**src/rtl/tree_distance_lca_query_defines.svh**
```systemverilog
// Assertion macros shared by the tree distance query block.
// Depends on nothing; included by files that carry concurrent checks.
`ifndef TREE_DISTANCE_LCA_QUERY_DEFINES_SVH
`define TREE_DISTANCE_LCA_QUERY_DEFINES_SVH

// Check that cons holds in the same cycle as ante.
`define TDLQ_ASSERT_NOW(lbl, clk, rst_n, ante, cons) \
    lbl: assert property (@(posedge clk) disable iff (!rst_n) (ante) |-> (cons)) \
        else $error("tdlq: same-cycle check failed");

// Check that cons holds in the cycle after ante.
`define TDLQ_ASSERT_NEXT(lbl, clk, rst_n, ante, cons) \
    lbl: assert property (@(posedge clk) disable iff (!rst_n) (ante) |=> (cons)) \
        else $error("tdlq: next-cycle check failed");

`endif

```
**src/rtl/tdlq_pkg.sv**
```systemverilog
// Shared widths, codes and ALU request types for the tree distance query block.
// No dependencies; imported by tdlq_alu and tree_distance_lca_query.
package tdlq_pkg;

    localparam int NODE_W   = 12;
    localparam int WEIGHT_W = 16;
    localparam int DIST_W   = 32;

    localparam logic MODE_LOAD  = 1'b0;
    localparam logic MODE_QUERY = 1'b1;

    typedef enum logic [1:0] {
        ALU_ADD = 2'b01,
        ALU_SUB = 2'b10
    } t_alu_op;

    typedef struct packed {
        t_alu_op             op;
        logic [DIST_W-1:0]   lhs;
        logic [DIST_W-1:0]   rhs;
    } t_alu_req;

    typedef struct packed {
        logic [DIST_W-1:0]   result;
        logic                borrow;
    } t_alu_rsp;

endpackage

```
**src/rtl/tdlq_alu.sv**
```systemverilog
// Shared 32-bit add/subtract unit; the borrow doubles as a magnitude compare.
// Depends on tdlq_pkg.
module tdlq_alu (
    input  tdlq_pkg::t_alu_req i_req,
    output tdlq_pkg::t_alu_rsp o_rsp
);
    import tdlq_pkg::*;

    logic [DIST_W:0] w_sum;

    always_comb begin
        unique case (i_req.op)
            ALU_SUB: w_sum = {1'b0, i_req.lhs} - {1'b0, i_req.rhs};
            default: w_sum = {1'b0, i_req.lhs} + {1'b0, i_req.rhs};
        endcase
    end

    assign o_rsp.result = w_sum[DIST_W-1:0];
    assign o_rsp.borrow = (i_req.op == ALU_SUB) ? w_sum[DIST_W] : 1'b0;

endmodule
```
**config.mk**
```make
export PLATFORM = sky130hd
export DESIGN_NAME = tdlq_alu
export DESIGN_NICKNAME = d
export VERILOG_FILES = /design/src/rtl/tree_distance_lca_query_defines.svh /design/src/rtl/tdlq_pkg.sv /design/src/rtl/tdlq_alu.sv
export SDC_FILE = /design/constraint.sdc
export NUM_CORES = 1
export LEC_CHECK = 0
export BUFFER_PORTS_ARGS = -buffer_cell sky130_fd_sc_hd__buf_4
export CORE_AREA = 5 5 78 80
export DETAILED_ROUTE_END_ITERATION = 16
export DIE_AREA = 0 0 83 85
export GPL_ROUTABILITY_DRIVEN = 0
export PLACE_DENSITY = 0.77
export SLEW_MARGIN = 20
export SYNTH_ARGS = -nofsm -noshare
export SYNTH_HDL_FRONTEND = slang
export SYNTH_SLANG_ARGS = --single-unit
```
**constraint.sdc**
```tcl
create_clock -name vclk -period 3.2
set_input_delay 0 -clock vclk [all_inputs]
set_output_delay 0 -clock vclk [all_outputs]
set_load 0.01 [all_outputs]
```
* Word level (Yosys, flattened, before mapping) *
Cells that the tools add are included.

word-level totals
  bits of input ports = 66
  word-level logic and storage cells = 5
  bits in registers = 0

operators by class
  $add $sub $neg = 2
  mux-type cells = 2
  eq/ne operators = 1

operator list
  kind                                            number
  32-bit by 32-bit adder with 33-bit output       1
  33-bit two-way mux                              1
  32-bit by 32-bit subtractor with 33-bit output  1
  2-bit == test (second input constant)           1
  1-bit two-way mux                               1

* Depth between registers and ports, before layout *
Gate-level depths: netlist (run 1).

  depth after elaboration = 3
  gate-level depth with buffers = 18

* Worst setup path before layout (run 1) *
No wires, ideal clock.

  path kind = in2out
  from = input port i_req[11] (netlist bit)
  to = output port o_rsp[0] (netlist bit)
  data arrival time = 3059 ps
  path slack = 141 ps
  cell stages on the path = 15
  cell sequence = nor3_1 nand2b_1 nor4_1 nand2b_1 nor4_2 nor2_1 xnor2_1 ha_1 buf_2 a21o_1 a31o_2 and4_1 a221o_2 a311oi_2 o31a_2

RTL lines
  item                RTL line       text
  start: declaration  tdlq_alu.sv:4  input tdlq_pkg::t_alu_req i_req,
  end: declaration    tdlq_alu.sv:5  output tdlq_pkg::t_alu_rsp o_rsp

==> results of run 1 <==
[Yosys cell counts (2+ instances only)]
cell,count
nand3_1,10
or3_1,4
a41oi_1,2
xor2_1,23
o21bai_1,3
inv_1,14
a21oi_1,36
a31o_2,2
clkbuf_1,8
a211oi_1,3
nor2b_1,3
nand2b_1,5
o41ai_1,2
and2_1,2
a31oi_1,3
o21ai_0,17
nand2_1,34
ha_1,33
and3_1,2
xnor2_1,36
a21o_1,19
o21a_1,3
nor2_1,28
a41o_1,2
o211ai_2,2
a21oi_2,2
nor4_1,4
o31ai_1,3
nand4_1,2
nor3_1,7
[power breakdown]
part           total [mW]  switching [mW]  internal [mW]
clock                   0               0              0
combinational        1.26           0.611          0.652
sequential              0               0              0
[per-layer routing]
layer	vias up	share of wire (%)	wire, um
met5	-	0	0
li1	1584	-	-
met3	29	5.6	528
met1	1504	39	3670
met2	132	53	5070
met4	0	2.6	247
[worst paths after layout]
check | from | end | slack (ns) | cells after the start
max | i_req[3] | o_rsp[29] | -0.11 | 16
min | i_req[33] | o_rsp[2] | 0.38 | 3
[logic make-up (layout without fill, tap and decap cells)]
| group | count (synthesis) | after routing | synth area share, % |
|---|---|---|---|
| AO/OA/AOI/OAI | 112 | 112 | 32.7 |
| XOR/XNOR | 59 | 59 | 22.2 |
| adder cells (fa/ha/maj) | 34 | 34 | 18.6 |
| buffers and inverters | 23 | 197 | 3.76 |
| multiplexers | 1 | 1 | 0.429 |
| AND/OR/NAND/NOR | 108 | 108 | 22.4 |
[tightest hold or removal path, delay by kind of cell]
kind | cells | cell delay, ns
fa+ha+maj | 1 | 0.16
buf+inv | 2 | 0.22
[per-stage QoR]
stage	instances	total power, mW	worst slack [ns]
2_1_floorplan	337	0.605	0.141
3_3_place_gp	571	1.12	-0.190
4_1_cts	576	1.16	0.00520
3_5_place_dp	571	1.14	-0.229
6_report	583	1.26	-0.107
5_1_grt	583	1.36	-0.264
[timing repair]
item	4_1_cts	5_1_grt
gates resized for setup	16	54
setup buffers	6	7
hold buffers	0	0
setup endpoints to repair	10	15
pin swaps	12	26
[layout make-up]
| type | count | area, sq um | area share, % |
|---|---|---|---|
| Tap cell | 72 | 90.1 | 2.21 |
| Multi-Input combinational cell | 314 | 2510 | 61.7 |
| Timing Repair Buffer | 183 | 1420 | 34.8 |
| Inverter | 14 | 52.6 | 1.29 |
==> summary.md, run 1 <==
| Metric | Value |
|---|---|
| Status | complete, but fails checks |
| Failing checks | negative setup slack |
| Startpoint class of the critical path | input pin |
| Min-Delay Path Class | input pin to output port |
| DRT Pass-1 Iters | 5 |
| Via density per instance | 5.57 |
| Design area | roughly 0.004 sq mm |
| Detailed-route DRC error count | 0 |
| Final HPWL DP | 7120 um |
| Final period util | 103% |
| Avg Inst Size Synth | 6.92 sq um |
| Setup TNS | -0.253 ns |
| Placed cell areas | 0.00367 sq mm |
| Area contributors post-synth | ha_1 18%, xnor2_1 14%, xor2_1 8.6%, a21oi_1 7.7%, a21o_1 6.1% |
| Max_slew headroom | between 60 and 70% |
| Core ar. | approximately 0.0053 sq mm |
| Top Usage Layer GRT | met2 |
| Setup CP Type | input pin to output port |
| Commonest non-fill, non-tap cells in the layout | 173 x buf_4, 35 x xnor2_1, 30 x nand2_1, 30 x ha_1, 28 x a21oi_1 |
| Site row count | 27 |
| Initial core utilization | 43.7% |
| FFs & Latches | 0 |
| Fin. max-slew vios | 0 |
| Most used cell, CP | buf_4 |
| Synth area leader | ha_1 |
| CP max FO | 3 |
| CLK BUF | 0 |
| Layout cell share with drive strength beyond 1 | between 40% and 50% |
| GR Overflow Total | 0 |
| Actual slew at the worst max-slew pin | 0.489 ns |
| Post-synth top area share | 17.7% |
| Minimum clock period | 3.31 ns |
| Antenna cells | 0 |
| Leak Pwr | 2.04 nW |
| Slowest cell on crit path | a221o_2 |
| IO buf count | 99 |
| Syn_nets | between 400 and 500 |
| Die X-Extent | 83 um |
| Met2 GRT Util | 46.4% |
| Antenna violations before repair | 0 |
| Largest net degree at the start of global routing | 12 |
| Cell area after synthesis | 0.00233 sq mm |
| Final Hold Fails | 0 |
| Number of global-route vias before repair | 3199 |
| Max stage delay on crit path | 0.39 ns |
| Worst VDD drop | 0.209 mV |
| Final setup violation count | 3 |
| Ys Warns | 0 |
| Initial DRC count | 114 |
| Synthesized instance count | 337 |
| PwrDens | roughly 310 mW/mm^2 |
| RSZ-0062 raised after global routing | true |
| Hold Worst Slack | 0.376 ns |
| Tot GR Track Use | 23.4% |
| Max Cap Viol | 0 |
| CP arrival | 3.31 ns |
| Vias | approximately 3200 |
| DIE AREA | 0.00706 sq mm |
| FF+latch area | 0 sq um |
| Met1 usage | 26.4% |
| Routed wire length | between 9000 and 10000 um |
| Most common cell after layout, fill and taps aside | buf_4 |
| Layout Utilization | 76.3% |
| Die Ht | 85 um |
| Nature of the critical path endpoint | output port |
| Grt met3 use | just under 3% |
| Wire length per cell | 16.3 um |
| Register area share after synthesis | 0% |
| First-pass GRT wire length | around 14000 um |
| Fill count | a little under 400 |
| I/O pin count | 99 |
| CP delay by family, top | compound AO/OA/AOI/OAI gates |
| Worst endpoint required time | around 3.2 ns |
| Post-route ant nets | 0 |
| Synth unique cells | 53 |
| Final WS setup | -0.107 ns |
| WP buf/inv | 4 |
| Fmax | 302 MHz |
| Final-stage net count | approximately 610 |
| Crit path cell chain | buf_4 -> nor3_4 -> buf_4 -> nand4b_1 -> buf_4 -> o41ai_4 -> xor2_1 -> ha_1 -> o21ai_0 -> nand2b_1 -> a31o_2 -> and4_1 -> a221o_2 -> a311oi_4 -> xnor2_1 -> buf_4 |
| Area growth syn-to-layout | 74.7% |
Note: power is estimated with default switching activity, not from simulation.
==> run 2: changes to the inputs <==
--- a/config.mk
+++ b/config.mk
@@ -10,7 +10,7 @@
 export DETAILED_ROUTE_END_ITERATION = 16
 export DIE_AREA = 0 0 83 85
 export GPL_ROUTABILITY_DRIVEN = 0
-export PLACE_DENSITY = 0.77
+export PLACE_DENSITY_LB_ADDON = 0.08
 export SLEW_MARGIN = 20
 export SYNTH_ARGS = -nofsm -noshare
 export SYNTH_HDL_FRONTEND = slang
==> run 2 against run 1 <==
Effect of this change: the run still ends with negative setup slack left; critical path depth rose by 1; non-clock buffer count fell by 4; wire length fell by 12%; first-iteration DRC count rose by 7.9%; die area did not move; sequential share of layout area did not move; via count fell by 4.0%; utilization fell by 1.2 points; clock-buffer cell count did not move; cell count fell by 0.69%; combinational power fell by 3%; critical path type unchanged; largest cell class unchanged; largest power group unchanged.
==> summary.md, run 2 (synthesis results as in run 1) <==
| Metric | Value |
|---|---|
| Layout cell share with drive strength beyond 1 | 44.0% (was 46.6%) |
| Max Cap Viol | 0 (unchanged) |
| Place WS | -0.242 ns (was -0.229 ns) |
| Final Hold Fails | 0 (unchanged) |
| Max_slew headroom | 71.4% (was 67.1%) |
| Status | complete, but fails checks (unchanged) |
| Most common cell after layout, fill and taps aside | buf_4 (unchanged) |
| CP max FO | 3 (unchanged) |
| Vias | 3120 (was 3249) |
| PwrDens | 303 mW/mm^2 (was 310 mW/mm^2) |
| FFs & Latches | 0 (unchanged) |
| Dpl cells | 561 (was 571) |
| Antenna violations before repair | 0 (unchanged) |
| Startpoint class of the critical path | input pin (unchanged) |
| GR Overflow Total | 0 (unchanged) |
| Minimum clock period | 3.21 ns (was 3.31 ns) |
| Fmax | 311 MHz (was 302 MHz) |
| CP arrival | 3.21 ns (was 3.31 ns) |
| Design area | 0.00401 sq mm (was 0.00407 sq mm) |
| First-pass GRT wire length | 13300 um (was 14300 um) |
| Actual slew at the worst max-slew pin | 0.425 ns (was 0.489 ns) |
| Post-route ant nets | 0 (unchanged) |
| DRT Pass-1 Iters | 5 (unchanged) |
| Commonest non-fill, non-tap cells in the layout | 170 x buf_4, 35 x xnor2_1, 33 x nand2_1, 33 x a21oi_1, 33 x ha_1 (was 173 x buf_4, 35 x xnor2_1, 30 x nand2_1, 30 x ha_1, 28 x a21oi_1) |
| Final period util | 100% (was 103%) |
| Antenna cells | 0 (unchanged) |
| Worst Hold Path Cells | 4 (was 3) |
| Via density per instance | 5.39 (was 5.57) |
| Min-Delay Path Class | input pin to output port (unchanged) |
| Largest net degree at the start of global routing | 14 (was 12) |
| FF+latch area | 0 sq um (unchanged) |
| Final setup violation count | 1 (was 3) |
| Final-stage net count | 609 (was 613) |
| Combinational power share | 100.0% (about the same) |
| Number of global-route vias before repair | 3035 (was 3199) |
| Worst VDD drop | 0.215 mV (was 0.209 mV) |
| Setup CP Type | input pin to output port (unchanged) |
| Finished Layout Cells | 579 (was 583) |
| Routed wire length | 8380 um (was 9510 um) |
| Failing checks | negative setup slack (unchanged) |
| DIE AREA | 0.00706 sq mm (unchanged) |
| Die Ht | 85 um (unchanged) |
| Area growth syn-to-layout | 72.0% (was 74.7%) |
| Initial core utilization | 43.7% (unchanged) |
| IO buf count | 99 (unchanged) |
| Nature of the critical path endpoint | output port (unchanged) |
| Core ar. | 0.00534 sq mm (unchanged) |
| Leak Pwr | 2.01 nW (was 2.04 nW) |
| Hold EP | o_rsp[1] (was o_rsp[2]) |
| Internal power | 634 uW (was 652 uW) |
| CLK BUF | 0 (unchanged) |
| Footprint of the multi-input gates | 0.00248 sq mm (was 0.00251 sq mm) |
| Fill count | 443 (was 386) |
| Initial DRC count | 123 (was 114) |
| Placed cell areas | 0.00359 sq mm (was 0.00367 sq mm) |
| Clk pwr share | 0% (about the same) |
| I/O pin count | 99 (unchanged) |
| Die X-Extent | 83 um (unchanged) |
| Tot Pwr | 1.22 mW (was 1.26 mW) |
| Psw | 582 uW (was 611 uW) |
| Fin. max-slew vios | 0 (unchanged) |
| Cts hold-fix bufs | 0 (unchanged) |
| Final WS setup | -0.0124 ns (was -0.107 ns) |
| Sequential Power Share | 0% (about the same) |
| Site row count | 27 (unchanged) |
| Hold Crit Start | i_req[0] (was i_req[33]) |
| Detailed-route DRC error count | 0 (unchanged) |
| Wire length per cell | 14.5 um (was 16.3 um) |
| Sw frac | 47.8% (was 48.4%) |
| RSZ-0062 raised after global routing | true (unchanged) |
| Tot GR Track Use | 21.5% (was 23.4%) |
| Hold Worst Slack | 0.376 ns (about the same) |
| Final HPWL DP | 6780 um (was 7120 um) |
| Worst endpoint required time | 3.20 ns (about the same) |
-- run 2: per-layer routing --
metal | global-route usage, % | vias up | share of wire (%)
met4 | 4.01 | 0 | 1.5
met2 | 39.4 | 104 | 50
met5 | 0 | - | 0
met3 | 3.01 | 14 | 5.2
li1 | - | 1577 | -
met1 | 26.9 | 1425 | 43
-- run 2: how the worst max path moves through the flow --
| stage | start | endpoint |
|---|---|---|
| final | i_req[11] | o_rsp[29] |
| after global routing | i_req[11] | o_rsp[29] |
| after CTS | i_req[11] | o_rsp[29] |
| after detailed placement | i_req[11] | o_rsp[29] |
| after global placement | i_req[11] | o_rsp[29] |
| after floorplan | i_req[11] | o_rsp[0] |
-- run 2: cell type report --
class                      count  share of cell area [%]
multi-input combinational    314                    62.0
timing repair buffer         179                    34.5
tap                           72                    2.25
inverter                      14                    1.31
-- run 2: through the flow --
stage                     setup TNS, ns  utilization, %
after global placement            -1.06            67.3
after detailed placement          -1.50            67.3
after floorplan                       0               -
after global routing             -0.996            75.1
final                           -0.0124            75.1
after CTS                             0            69.3
-- run 2: critical path, stage by stage --
cell,delay [ns]
buf_8,0.10
nor3_4,0.25
nand2b_4,0.10
nor4_4,0.17
nand2b_1,0.17
nor4_4,0.18
buf_4,0.17
nor2_4,0.03
xnor2_2,0.12
ha_1,0.29
a21o_1,0.20
a31o_2,0.23
and4_1,0.20
a221o_2,0.42
a311oi_4,0.27
xnor2_1,0.16
buf_4,0.14
-- run 2: power by group through the flow --
stage	Combinational [mW]	Clock [mW]	Sequential, mW
after detailed placement	1.12	0	0
after CTS	1.14	0	0
after global routing	1.32	0	0
after global placement	1.10	0	0
final	1.22	0	0
after floorplan	0.605	0	0
-- run 2: timing repair --
action                     CTS  global route
setup endpoints to repair   10            11
cloned                       0             0
gates resized for setup     17            40
setup buffers                3            15
pin swaps                    4            33
